===== config.mk =====
export PLATFORM = sky130hd
export DESIGN_NAME = running_mean_variance_flat
export DESIGN_NICKNAME = d
export VERILOG_FILES = /design/src/rtl/rmv_pkg.sv /design/src/rtl/rmv_ifs.sv /design/src/rtl/running_mean_variance.sv /design/src/flat_wrapper.sv
export SDC_FILE = /design/constraint.sdc
export NUM_CORES = 2
export LEC_CHECK = 0
export ABC_AREA = 0
export BUFFER_PORTS_ARGS = -buffer_cell sky130_fd_sc_hd__buf_2
export CORE_MARGIN = 1.5
export CORE_UTILIZATION = 59
export DETAILED_ROUTE_END_ITERATION = 10
export PLACE_DENSITY = 0.76
export SLEW_MARGIN = 10
export SYNTH_ARGS = -nofsm -noshare
export SYNTH_HDL_FRONTEND = slang
export SYNTH_SLANG_ARGS = --single-unit

===== constraint.sdc =====
create_clock -name clk -period 8.4 [get_ports clk]
set_input_delay 0.42 -clock clk [delete_from_list [all_inputs] [get_ports clk]]
set_output_delay 0.42 -clock clk [all_outputs]
set_load 0.01 [all_outputs]

===== src/rtl/rmv_pkg.sv =====
// ----------------------------------------------------------------------------
// rmv_pkg: shared widths for the running mean and variance block
// Sample, count, mean and sum-of-squares widths, plus derived datapath sizes.
// ----------------------------------------------------------------------------
`default_nettype none

package rmv_pkg;

  // input and state sizes
  localparam int SAMPLE_BITS = 16;
  localparam int COUNT_BITS  = 32;
  localparam int MEAN_W      = 40;
  localparam int M2_W        = 64;
  localparam int OUT_CNT_W   = 32;
  localparam int VAR_W       = 32;
  localparam int FRAC_SHIFT  = 16;  // Q.8 sample to Q.24 mean
  localparam int PROD_SHIFT  = 32;  // Q.48 product to Q.16 sum

  // delta = x24 - mean, one bit wider than the wider operand
  localparam int X24_W   = SAMPLE_BITS + FRAC_SHIFT;
  localparam int DELTA_W = ((X24_W > MEAN_W) ? X24_W : MEAN_W) + 1;

  // multiplier split: two halves, lower half the wider one
  localparam int MUL_LO    = (DELTA_W + 1) / 2;
  localparam int MUL_HI    = DELTA_W - MUL_LO;
  localparam int PP_W      = 2 * MUL_LO;
  localparam int ACC_W     = 2 * DELTA_W;
  localparam int MUL_STEPS = 4;

  // divider step counter
  localparam int DIV_CNT_W = $clog2(DELTA_W + 1);

  localparam logic [COUNT_BITS-1:0] COUNT_MAX   = {COUNT_BITS{1'b1}};
  localparam logic [OUT_CNT_W-1:0]  OUT_CNT_MAX = {OUT_CNT_W{1'b1}};
  localparam logic [VAR_W-1:0]      VAR_MAX     = {VAR_W{1'b1}};
  localparam logic [M2_W-1:0]       M2_MAX      = {M2_W{1'b1}};
  localparam logic [MEAN_W-1:0]     MEAN_MAX    = {1'b0, {(MEAN_W-1){1'b1}}};
  localparam logic [MEAN_W-1:0]     MEAN_MIN    = {1'b1, {(MEAN_W-1){1'b0}}};

endpackage : rmv_pkg

`default_nettype wire


===== src/rtl/rmv_ifs.sv =====
// ----------------------------------------------------------------------------
// rmv_ifs: valid/ready channels of the running mean and variance block
// Sample request channel and statistics result channel.
// ----------------------------------------------------------------------------
`default_nettype none

interface rmv_in_if;
  import rmv_pkg::*;

  logic                          valid;
  logic                          ready;
  logic signed [SAMPLE_BITS-1:0] sample;

  modport source (output valid, output sample, input ready);
  modport sink   (input valid, input sample, output ready);
endinterface : rmv_in_if

interface rmv_out_if;
  import rmv_pkg::*;

  logic                     valid;
  logic                     ready;
  logic [OUT_CNT_W-1:0]     sample_count;
  logic signed [MEAN_W-1:0] mean_value;
  logic [VAR_W-1:0]         variance_value;
  logic                     variance_valid;

  modport source (output valid, output sample_count, output mean_value,
                  output variance_value, output variance_valid, input ready);
  modport sink   (input valid, input sample_count, input mean_value,
                  input variance_value, input variance_valid, output ready);
endinterface : rmv_out_if

`default_nettype wire


===== src/rtl/running_mean_variance.sv =====
// ----------------------------------------------------------------------------
// running_mean_variance: online mean and sample variance
// Welford update of count, mean (Q15.24) and M2 (Q48.16) per sample, and
// the sample variance M2/(n-1) in Q16.16, using one shared radix-2 divider
// and one narrow multiplier under a small sequencer.
// ----------------------------------------------------------------------------
//
//  channel   direction  payload                                      handshake
//  in_chan   sink       sample (s16, Q7.8)                           valid/ready
//  out_chan  source     sample_count, mean_value, variance_value,    valid/ready
//                       variance_valid
//
//  per sample the sequencer runs the delta/n division, the mean update,
//  the multiplier, the M2 update, the variance load and the M2/(n-1)
//  division; the first sample and a saturated variance skip the
//  second division. reset is synchronous, active low, and clears count,
//  mean and M2. a new request is taken once the sequencer is idle, even while
//  the previous result still waits in the output register.
// ----------------------------------------------------------------------------
`default_nettype none

module running_mean_variance (
  input  wire           clk,
  input  wire           rst_n,
  rmv_in_if.sink        in_chan,
  rmv_out_if.source     out_chan
);
  import rmv_pkg::*;

  typedef enum logic [2:0] {
    ST_IDLE,
    ST_DIV_MEAN,
    ST_MEAN,
    ST_MUL,
    ST_M2,
    ST_VAR_LOAD,
    ST_DIV_VAR,
    ST_DONE
  } state_t;

  state_t                     state_r;

  // statistics state
  logic [COUNT_BITS-1:0]      count_r;
  logic [MEAN_W-1:0]          mean_r;
  logic [M2_W-1:0]            m2_r;

  // per-sample working registers
  logic [DELTA_W-1:0]         x24_r;
  logic [DELTA_W-1:0]         delta_r;
  logic [DELTA_W-1:0]         mul_a_r;
  logic [DELTA_W-1:0]         mul_b_r;
  logic                       neg_r;
  logic [PP_W-1:0]            mul_p_r;
  logic [ACC_W-1:0]           acc_r;
  logic [2:0]                 mul_cnt_r;

  // shared divider
  logic [COUNT_BITS-1:0]      div_d_r;
  logic [COUNT_BITS-1:0]      div_rem_r;
  logic [DELTA_W-1:0]         div_quo_r;
  logic [DIV_CNT_W-1:0]       div_cnt_r;

  // result registers
  logic                       out_valid_r;
  logic [OUT_CNT_W-1:0]       out_cnt_r;
  logic [MEAN_W-1:0]          out_mean_r;
  logic [VAR_W-1:0]           out_var_r;
  logic                       out_vvalid_r;
  logic [VAR_W-1:0]           var_r;
  logic                       vvalid_r;

  logic                       in_accept;
  logic                       out_free;

  logic [COUNT_BITS-1:0]      count_nxt;
  logic [DELTA_W-1:0]         x24_nxt;
  logic [DELTA_W-1:0]         mean_ext;
  logic [DELTA_W-1:0]         delta_nxt;

  logic [COUNT_BITS+1:0]      div_trial;
  logic                       div_borrow;
  logic [COUNT_BITS-1:0]      div_rem_nxt;
  logic [DELTA_W-1:0]         div_quo_nxt;

  logic [DELTA_W:0]           q_signed;
  logic [DELTA_W:0]           nm_wide;
  logic                       nm_ovf;
  logic [MEAN_W-1:0]          mean_nxt;
  logic [DELTA_W-1:0]         dev2;
  logic [DELTA_W-1:0]         abs_delta;
  logic [DELTA_W-1:0]         abs_dev2;

  logic [MUL_LO-1:0]          a_lo, b_lo, a_hi, b_hi;
  logic [MUL_LO-1:0]          mul_x, mul_y;
  logic [1:0]                 pp_idx;
  logic [1:0]                 acc_idx;
  logic [ACC_W-1:0]           pp_shifted;

  logic [ACC_W-1:0]           prod_ext;
  logic [M2_W-1:0]            prod;
  logic [M2_W:0]              m2_sum;
  logic [M2_W-1:0]            m2_nxt;

  logic [COUNT_BITS-1:0]      var_div;
  logic                       var_sat;
  logic [OUT_CNT_W-1:0]       cnt_out;

  // handshake
  assign in_chan.ready = (state_r == ST_IDLE);
  assign in_accept     = in_chan.valid && (state_r == ST_IDLE);
  assign out_free      = !out_valid_r || out_chan.ready;

  assign out_chan.valid          = out_valid_r;
  assign out_chan.sample_count   = out_cnt_r;
  assign out_chan.mean_value     = out_mean_r;
  assign out_chan.variance_value = out_var_r;
  assign out_chan.variance_valid = out_vvalid_r;

  // count, scaled sample and delta at request time
  assign count_nxt = (count_r == COUNT_MAX) ? count_r : count_r + COUNT_BITS'(1);
  assign x24_nxt   = {{(DELTA_W-SAMPLE_BITS-FRAC_SHIFT){in_chan.sample[SAMPLE_BITS-1]}},
                      in_chan.sample, {FRAC_SHIFT{1'b0}}};
  assign mean_ext  = {{(DELTA_W-MEAN_W){mean_r[MEAN_W-1]}}, mean_r};
  assign delta_nxt = x24_nxt - mean_ext;

  // one restoring divider step
  assign div_trial   = {1'b0, div_rem_r, div_quo_r[DELTA_W-1]} - {2'b00, div_d_r};
  assign div_borrow  = div_trial[COUNT_BITS+1];
  assign div_rem_nxt = div_borrow ? {div_rem_r[COUNT_BITS-2:0], div_quo_r[DELTA_W-1]}
                                  : div_trial[COUNT_BITS-1:0];
  assign div_quo_nxt = {div_quo_r[DELTA_W-2:0], !div_borrow};

  // new mean: old mean plus signed quotient, clamped to the Q15.24 range
  assign abs_delta = delta_r[DELTA_W-1] ? (~delta_r + DELTA_W'(1)) : delta_r;
  assign q_signed  = delta_r[DELTA_W-1] ? (~{1'b0, div_quo_r} + (DELTA_W+1)'(1))
                                        : {1'b0, div_quo_r};
  assign nm_wide   = {mean_ext[DELTA_W-1], mean_ext} + q_signed;
  assign nm_ovf    = !((&nm_wide[DELTA_W:MEAN_W-1]) || !(|nm_wide[DELTA_W:MEAN_W-1]));
  assign mean_nxt  = nm_ovf ? (nm_wide[DELTA_W] ? MEAN_MIN : MEAN_MAX)
                            : nm_wide[MEAN_W-1:0];
  assign dev2      = x24_r - {{(DELTA_W-MEAN_W){mean_nxt[MEAN_W-1]}}, mean_nxt};
  assign abs_dev2  = dev2[DELTA_W-1] ? (~dev2 + DELTA_W'(1)) : dev2;

  // partial product operands: lo*lo, lo*hi, hi*lo, hi*hi
  assign a_lo   = mul_a_r[MUL_LO-1:0];
  assign b_lo   = mul_b_r[MUL_LO-1:0];
  assign a_hi   = MUL_LO'(mul_a_r[DELTA_W-1:MUL_LO]);
  assign b_hi   = MUL_LO'(mul_b_r[DELTA_W-1:MUL_LO]);
  assign pp_idx = mul_cnt_r[1:0];
  assign mul_x  = pp_idx[1] ? a_hi : a_lo;
  assign mul_y  = pp_idx[0] ? b_hi : b_lo;

  // alignment of the previous partial product
  assign acc_idx = pp_idx - 2'd1;
  always_comb begin
    unique case (acc_idx)
      2'd0:    pp_shifted = ACC_W'(mul_p_r);
      2'd3:    pp_shifted = ACC_W'(mul_p_r) << (2 * MUL_LO);
      default: pp_shifted = ACC_W'(mul_p_r) << MUL_LO;
    endcase
  end

  // M2 update with floor at zero and saturation at the top
  assign prod_ext = acc_r >> PROD_SHIFT;
  assign prod     = ((prod_ext >> M2_W) != '0) ? M2_MAX : prod_ext[M2_W-1:0];
  assign m2_sum   = {1'b0, m2_r} + {1'b0, prod};
  always_comb begin
    if (neg_r) begin
      m2_nxt = (m2_r > prod) ? (m2_r - prod) : '0;
    end else begin
      m2_nxt = m2_sum[M2_W] ? M2_MAX : m2_sum[M2_W-1:0];
    end
  end

  // variance: quotient of 2^32 or more saturates, else 32 quotient bits
  assign var_div = count_r - COUNT_BITS'(1);
  assign var_sat = (M2_W'(m2_r >> VAR_W)) >= M2_W'(var_div);

  assign cnt_out = (M2_W'(count_r) > M2_W'(OUT_CNT_MAX)) ? OUT_CNT_MAX
                                                          : OUT_CNT_W'(count_r);

  // sequencer, state and registered outputs
  always_ff @(posedge clk) begin
    if (!rst_n) begin
      state_r     <= ST_IDLE;
      count_r     <= '0;
      mean_r      <= '0;
      m2_r        <= '0;
      out_valid_r <= 1'b0;
    end else begin
      if (out_valid_r && out_chan.ready && (state_r != ST_DONE)) begin
        out_valid_r <= 1'b0;
      end
      unique case (state_r)
        ST_IDLE: begin
          if (in_accept) begin
            count_r   <= count_nxt;
            x24_r     <= x24_nxt;
            delta_r   <= delta_nxt;
            div_d_r   <= count_nxt;
            div_rem_r <= '0;
            div_quo_r <= delta_nxt[DELTA_W-1] ? (~delta_nxt + DELTA_W'(1)) : delta_nxt;
            div_cnt_r <= DIV_CNT_W'(DELTA_W);
            state_r   <= ST_DIV_MEAN;
          end
        end
        ST_DIV_MEAN: begin
          div_rem_r <= div_rem_nxt;
          div_quo_r <= div_quo_nxt;
          div_cnt_r <= div_cnt_r - DIV_CNT_W'(1);
          if (div_cnt_r == DIV_CNT_W'(1)) begin
            state_r <= ST_MEAN;
          end
        end
        ST_MEAN: begin
          mean_r    <= mean_nxt;
          mul_a_r   <= abs_delta;
          mul_b_r   <= abs_dev2;
          neg_r     <= delta_r[DELTA_W-1] != dev2[DELTA_W-1];
          acc_r     <= '0;
          mul_cnt_r <= '0;
          state_r   <= ST_MUL;
        end
        ST_MUL: begin
          if (mul_cnt_r != 3'(MUL_STEPS)) begin
            mul_p_r <= PP_W'(mul_x) * PP_W'(mul_y);
          end
          if (mul_cnt_r != 3'd0) begin
            acc_r <= acc_r + pp_shifted;
          end
          mul_cnt_r <= mul_cnt_r + 3'd1;
          if (mul_cnt_r == 3'(MUL_STEPS)) begin
            state_r <= ST_M2;
          end
        end
        ST_M2: begin
          m2_r <= m2_nxt;
          if (count_r >= COUNT_BITS'(2)) begin
            state_r <= ST_VAR_LOAD;
          end else begin
            var_r    <= '0;
            vvalid_r <= 1'b0;
            state_r  <= ST_DONE;
          end
        end
        ST_VAR_LOAD: begin
          vvalid_r <= 1'b1;
          if (var_sat) begin
            var_r   <= VAR_MAX;
            state_r <= ST_DONE;
          end else begin
            div_d_r   <= var_div;
            div_rem_r <= COUNT_BITS'(m2_r >> VAR_W);
            div_quo_r <= DELTA_W'(m2_r[VAR_W-1:0]) << (DELTA_W - VAR_W);
            div_cnt_r <= DIV_CNT_W'(VAR_W);
            state_r   <= ST_DIV_VAR;
          end
        end
        ST_DIV_VAR: begin
          div_rem_r <= div_rem_nxt;
          div_quo_r <= div_quo_nxt;
          div_cnt_r <= div_cnt_r - DIV_CNT_W'(1);
          if (div_cnt_r == DIV_CNT_W'(1)) begin
            var_r   <= div_quo_nxt[VAR_W-1:0];
            state_r <= ST_DONE;
          end
        end
        ST_DONE: begin
          if (out_free) begin
            out_valid_r  <= 1'b1;
            out_cnt_r    <= cnt_out;
            out_mean_r   <= mean_r;
            out_var_r    <= var_r;
            out_vvalid_r <= vvalid_r;
            state_r      <= ST_IDLE;
          end
        end
        default: begin
          state_r <= ST_IDLE;
        end
      endcase
    end
  end

  // a request keeps the sequencer busy on the next cycle
  a_busy_after_request: assert property (@(posedge clk) disable iff (!rst_n)
    in_accept |=> !in_chan.ready)
    else $error("request taken while sequencer busy");

  // the variance division only runs with two or more samples
  a_var_div_count: assert property (@(posedge clk) disable iff (!rst_n)
    (state_r == ST_DIV_VAR) |-> (count_r >= COUNT_BITS'(2)))
    else $error("variance division with fewer than two samples");

  // a flagged variance needs at least two samples, an unflagged one is zero
  a_vvalid_count: assert property (@(posedge clk) disable iff (!rst_n)
    out_valid_r |-> (out_vvalid_r == (out_cnt_r >= OUT_CNT_W'(2))))
    else $error("variance flag disagrees with sample count");

  a_vzero: assert property (@(posedge clk) disable iff (!rst_n)
    (out_valid_r && !out_vvalid_r) |-> (out_var_r == '0))
    else $error("variance not zero while flag clear");

  // M2 only changes in its update step
  a_m2_hold: assert property (@(posedge clk) disable iff (!rst_n)
    (state_r != ST_M2) |=> $stable(m2_r))
    else $error("M2 changed outside its update step");

endmodule : running_mean_variance

`default_nettype wire


===== src/flat_wrapper.sv =====
// flat-port wrapper written by rule: the top's interface ports become plain ports
module running_mean_variance_flat import rmv_pkg::*;
  (clk, rst_n, in_chan_valid, in_chan_sample, in_chan_ready, out_chan_valid, out_chan_sample_count, out_chan_mean_value, out_chan_variance_value, out_chan_variance_valid, out_chan_ready);
  rmv_in_if in_chan_i ();
  rmv_out_if out_chan_i ();
  input  wire clk;
  input  wire rst_n;
  input wire logic [$bits(in_chan_i.valid)-1:0] in_chan_valid;
  input wire logic [$bits(in_chan_i.sample)-1:0] in_chan_sample;
  output wire logic [$bits(in_chan_i.ready)-1:0] in_chan_ready;
  output wire logic [$bits(out_chan_i.valid)-1:0] out_chan_valid;
  output wire logic [$bits(out_chan_i.sample_count)-1:0] out_chan_sample_count;
  output wire logic [$bits(out_chan_i.mean_value)-1:0] out_chan_mean_value;
  output wire logic [$bits(out_chan_i.variance_value)-1:0] out_chan_variance_value;
  output wire logic [$bits(out_chan_i.variance_valid)-1:0] out_chan_variance_valid;
  input wire logic [$bits(out_chan_i.ready)-1:0] out_chan_ready;
  assign in_chan_i.valid = in_chan_valid;
  assign in_chan_i.sample = in_chan_sample;
  assign in_chan_ready = in_chan_i.ready;
  assign out_chan_valid = out_chan_i.valid;
  assign out_chan_sample_count = out_chan_i.sample_count;
  assign out_chan_mean_value = out_chan_i.mean_value;
  assign out_chan_variance_value = out_chan_i.variance_value;
  assign out_chan_variance_valid = out_chan_i.variance_valid;
  assign out_chan_i.ready = out_chan_ready;
  running_mean_variance u_core (.clk(clk), .rst_n(rst_n), .in_chan(in_chan_i), .out_chan(out_chan_i));
endmodule

# After elaboration in Yosys (flattened, before gate mapping)

Index checks and enable logic that the tools add are counted.

Input port bits: 20
Output and inout bits: 107
Register bits after elaboration: 656

Reduce and logical (&&, ||, !) cells: 31
Eq/ne operators: 23
Bitwise logic cells: 4
Multiply operators: 1
$add $sub $neg: 16
$lt $le $gt $ge: 3
Multiplexer cells: 46

Operators by type and width:

| kind                    | number |
|---|---|
| $pmux W82 S2            | 2 |
| $mux W32                | 9 |
| $mux W64                | 3 |
| $pmux W32 S3            | 2 |
| $mux W40                | 4 |
| $add A41 B1 Y41 const B | 3 |
| $mux W41                | 3 |
| $not A41 Y41            | 3 |
| $pmux W41 S3            | 1 |
| $add A82 B82 Y82        | 1 |
| $mux W82                | 1 |
| $sub A32 B40 Y41        | 2 |
| $add A64 B50 Y65        | 1 |
| $gt A64 B50 Y1          | 1 |
| $pmux W32 S2            | 1 |
| $sub A64 B50 Y64        | 1 |
| $add A42 B1 Y42 const B | 1 |
| $add A42 B42 Y42        | 1 |
| $mul A21 B21 Y42        | 1 |
| $mux W21                | 2 |
| $mux W42                | 1 |
| $not A41 Y42            | 1 |
| $sub A33 B32 Y34        | 1 |
| $add A32 B1 Y32 const B | 1 |
| 37 further kinds        | 77 |

# Depth between registers and ports, before layout

Depth in word-level cells: 12
Depth in mapped cells: 41

# Worst setup path after synthesis

OpenSTA, ideal clock, no wires.

Path kind: register to register
From: reg u_core.div_quo_r[5]
To: reg u_core.mul_b_r[36] (data pin)
Setup slack: -0.838 ns
Required time: 8.124 ns
Cell stages (with the launch flop): 39
Data arrival time: 8.962 ns
Period minus slack after synthesis: 9.238 ns
Library setup time: 0.276 ns
Cell sequence: edfxtp_1 > or3_1 > or2_2 > or3_1 > or2_2 > or4_1 > or3_1 > or4_1 > o21ai_0 > xnor2_1 > ha_1 > a21o_1 > a21o_1 > a21oi_1 > o21ai_1 > a221o_1 > o21ai_1 > a21oi_1 > [3 not listed] > a21oi_1 > ha_1 > clkbuf_1 > a21o_1 > a21o_1 > a21o_1 > a21oi_1 > o21bai_1 > a21oi_1 > inv_1 > nand2_1 > nand2_1 > a31oi_1 > xor2_1 > nand4_1 > nor4b_4 > a31oi_1 > xor2_1

Word-level cells in the longest chain between the ends: 12

Ends and longest elaborated chain:

| item                          | RTL line                     | RTL |
|---|---|---|
| start: declaration            | running_mean_variance.sv:61  | `logic [DELTA_W-1:0] div_quo_r;` |
| start signal: assignment      | running_mean_variance.sv:203 | `div_quo_r <= delta_nxt[DELTA_W-1] ? (~delta_nxt + DELTA_W'(1)) : delta_nxt;` |
| start signal: assignment      | running_mean_variance.sv:210 | `div_quo_r <= div_quo_nxt;` |
| start signal: assignment      | running_mean_variance.sv:255 | `div_quo_r <= DELTA_W'(m2_r[VAR_W-1:0]) << (DELTA_W - VAR_W);` |
| $not A41 Y42                  | running_mean_variance.sv:136 | `assign q_signed = delta_r[DELTA_W-1] ? (~{1'b0, div_quo_r} + (DELTA_W+1)'(1))` |
| $add A42 B1 Y42               | running_mean_variance.sv:136 |  |
| $mux W42 *                    | running_mean_variance.sv:136 |  |
| $add A42 B42 Y42 *            | running_mean_variance.sv:138 | `assign nm_wide = {mean_ext[DELTA_W-1], mean_ext} + q_signed;` |
| $reduce_or A3 Y1              | running_mean_variance.sv:139 | `assign nm_ovf = !((&nm_wide[DELTA_W:MEAN_W-1]) \|\| !(\|nm_wide[DELTA_W:MEAN_W-1]));` |
| $logic_not A1 Y1              | running_mean_variance.sv:139 |  |
| $logic_or A1 B1 Y1            | running_mean_variance.sv:139 |  |
| $mux W40 *                    | running_mean_variance.sv:140 | `assign mean_nxt = nm_ovf ? (nm_wide[DELTA_W] ? MEAN_MIN : MEAN_MAX)` |
| $sub A32 B40 Y41 *            | running_mean_variance.sv:142 | `assign dev2 = x24_r - {{(DELTA_W-MEAN_W){mean_nxt[MEAN_W-1]}}, mean_nxt};` |
| $not A41 Y41                  | running_mean_variance.sv:143 | `assign abs_dev2 = dev2[DELTA_W-1] ? (~dev2 + DELTA_W'(1)) : dev2;` |
| $add A41 B1 Y41               | running_mean_variance.sv:143 |  |
| $mux W40 *                    | running_mean_variance.sv:143 |  |
| named net u_core.abs_dev2[36] | running_mean_variance.sv:92  | `logic [DELTA_W-1:0] abs_dev2;` |
| end signal: assignment        | running_mean_variance.sv:219 | `mul_b_r <= abs_dev2;` |
| end: declaration              | running_mean_variance.sv:52  | `logic [DELTA_W-1:0] mul_b_r;` |

Mark *: on every way through the listed nets, which the timed path passes. The rest lies on a longest branch.
A chain may end at the register's enable or synchronous reset.

# Worst setup path in the final report

From: reg u_core.div_quo_r[4]
To: reg u_core.mul_b_r[39] (data pin)

Same word-level chain as after synthesis.

==> reports/metrics.csv <==
stage,metric,value,unit
outcome,status,finished with violations,
outcome,violations,negative setup slack,
cts,clockBufferDepth,3,
sta,rsz0062_at_grt,true,
placement,gp_congestion,0.988,
cts,cts_num_sinks,656,
critical_path,critPathMaxFanout,6,
critical_path,crit_path_top_delay_cell,or4_4,
finish,postLayoutCoreUtil,0.667,
cts,clkSlewWorstSetupHoldPaths,0.07,ns
pwr,power_density,504,nW/µm²
grt,grt_use_total,0.365,
grt,grt_pass1_vias,51700,
cts,htree_levels,3,
finish,drive_gt1_frac,0.113,
die,die_y,328,µm
finish,fin_nets,8123,
route,route.detailed.drc,0,
sta,worstMarginPinSlew,1.22,ns
grt,antenna_found_initial,8,
critical_path,crit_path_frequent_cell,a21o_1,
critical_path,crit_type,reg2reg,
finish,final_common_cell,nand2_1,
critical_path,end_kind,flip-flop,
min_path,hold_path.class,in2reg,
cts,clock_latency,0.68,ns
route,dr.pass1.iters,6,
sta,fin_crit_sh,1.02,
die,rows,118,
critical_path,critPathLaunchType,flip-flop,
finish,layout_common_cells,"734 x nand2_1, 623 x inv_1, 581 x nor2_1",
critical_path,crit_required,8.76,ns
synthesis,synth_cells,7008,
min_path,hold_depth,1,
critical_path,worstPathArrival,8.90,ns
grt,grt_max_degree,92,
route,num_vias,54700,
route,drt-total-wl,200,mm
synthesis,async_reset_ff_frac,0,
cts,cts_root_buf,clkbuf_16,
sta,slew_violations,0,
finish,area_delta_synth_final,11.6,%
die,dieWidth,328,µm
sta,fmax,117,MHz
synthesis,syn_area,62200,µm²
synthesis,ys.flop_type,edfxtp_1,
synthesis,ys_warn_count,0,
route,drt-vias-per-instance,6.30,
die,die_area,107000,µm²
die,start_util,0.598,
route,drt_iter0_markers,5624,
synthesis,synth_nets,7893,
grt,grt-ovfl-total,0,
synthesis,synth_edf_count,516,
synthesis,ys_ff_latch,656,
route,wl_per_cell,23.0,µm
finish,stdcell_area,69400,µm²
sta,setup_viol,10,
grt,grt_pass1_wl,303,mm
sta,hold_viol,0,
sta,timing.final.ws_setup,-0.135,ns
pwr,ir_worst_vdd,1.11,mV
cts,cts_tree,built,
cts,numCtsBuffers,75,
sta,relSlewSlack,0.183,
die,core_area,104000,µm²
placement,io_buffers,126,
die,boundaryPins,127,
critical_path,max_stage_delay,0.47,ns
sta,worst_clock_skew,0.0595,ns
critical_path,rr_worst_depth,39,
flow_run,max-cap-violations,0,
sta,period_minus_slack,8.54,ns
placement,dpl_cell_area,66000,µm²
route,final_antenna_net_count,0,
synthesis,ys_seq_area_frac,0.294,
synthesis,synthDistinctLibCells,109,
synthesis,avgSynthCellArea,8.88,µm²
pwr,leakage,0.0303,µW
placement,place_hpwl,152,mm
## final timing paths
path                                                            to                start  slack [ns]
worst max-delay path                            u_core.mul_b_r[39]  u_core.div_quo_r[4]       -0.14
worst min-delay path                              u_core.x24_r[16]    in_chan_sample[0]        0.08
worst max register to register                  u_core.mul_b_r[39]  u_core.div_quo_r[4]       -0.14
worst min register to register  u_core.out_chan.variance_value[23]     u_core.var_r[23]        0.41
## per-stage QoR
step	TNS (ns)	total power, µW	cells	hold slack [ns]	worst slack, ns
2_1_floorplan	-1.92	22600	7008	0.400	-0.281
5_1_grt	-10.49	37500	8680	0.0673	-0.461
3_5_place_dp	-7.56	30700	8503	0.405	-0.373
4_1_cts	-0.135	34400	8661	0.0577	-0.0684
3_3_place_gp	-2.98	30400	8503	0.404	-0.234
6_report	-0.665	35000	8682	0.0836	-0.135
## report_power, final
group          leakage, µW  internal, µW  total [µW]  switching, µW
logic               0.0232         11200       26300          15000
registers          0.00583          4930        5300            363
clock network      0.00125          1970        3440           1470
## state kept, by name, summed over array words and instances, names as in the netlist, 40 cells and up
name,count
u_core.m2_r,64
u_core.div_quo_r,41
u_core.mul_a_r,41
u_core.mul_p_r,42
u_core.acc_r,82
u_core.mul_b_r,41
u_core.delta_r,41
u_core.mean_r,40
u_core.out_chan.mean_value,40
## cell usage after synthesis, drive strengths merged (66+ instances only)
cell type	instances	share of area
a21o	163	0.020
a21oi	556	0.045
and2	91	0.0092
clkbuf	295	0.018
dfxtp	140	0.045
edfxtp	516	0.25
fa	363	0.12
ha	502	0.10
inv	628	0.038
nand2	742	0.045
nand2b	121	0.012
nand3	126	0.010
nor2	593	0.036
nor3	144	0.012
o21ai	405	0.033
o21bai	66	0.0080
xnor2	309	0.043
xor2	163	0.023
## layout make-up
cell class	instances	area [µm²]
clock inverter	45	494
antenna	2	5.00
tap	1380	1730
sequential	656	18300
timing repair buffer	487	3530
fill	8483	34700
inverter	628	2360
multi-input combinational	5390	41000
clock buffer	94	2050
## worst max-delay path, delay by kind of cell (launching register included)
family          cells  cell delay [ns]
flops               1             0.39
xor+xnor            2             0.23
buf+inv             5             0.72
simple gates       13             3.44
compound gates     17             2.82
fa+ha+maj           2             0.60
## layer usage
metal	share of wire	track usage	wire [µm]
met1	0.41	0.511	82700
met2	0.43	0.546	86100
met3	0.10	0.0715	20600
met4	0.051	0.167	10200
met5	0.00034	0	68
## timing repair
item | in CTS | in global routing
buffers inserted | 5 | 18
pin swaps | 23 | 36
endpoints found under the setup margin | 41 | 45
hold endpoints to repair | 14 | 0
resized for setup | 22 | 100
cloned | 0 | 4
hold buffers | 14 | 0
## cell families (layout without fill, tap and decap cells)
kind of cell               Yosys count  in the layout  share of synthesized area
and+or+nand+nor                   2206           2206                      0.168
AOI/OAI and AO/OA                 1744           1744                      0.178
buffers and inverters              962           1254                     0.0585
adders and majority gates          865            865                      0.218
DFF                                656            656                      0.294
xor gates and xnor gates           472            472                     0.0666
muxes                              103            103                     0.0174
other                                0              2                          0
No activity file was read; power rests on OpenSTA's default activity.
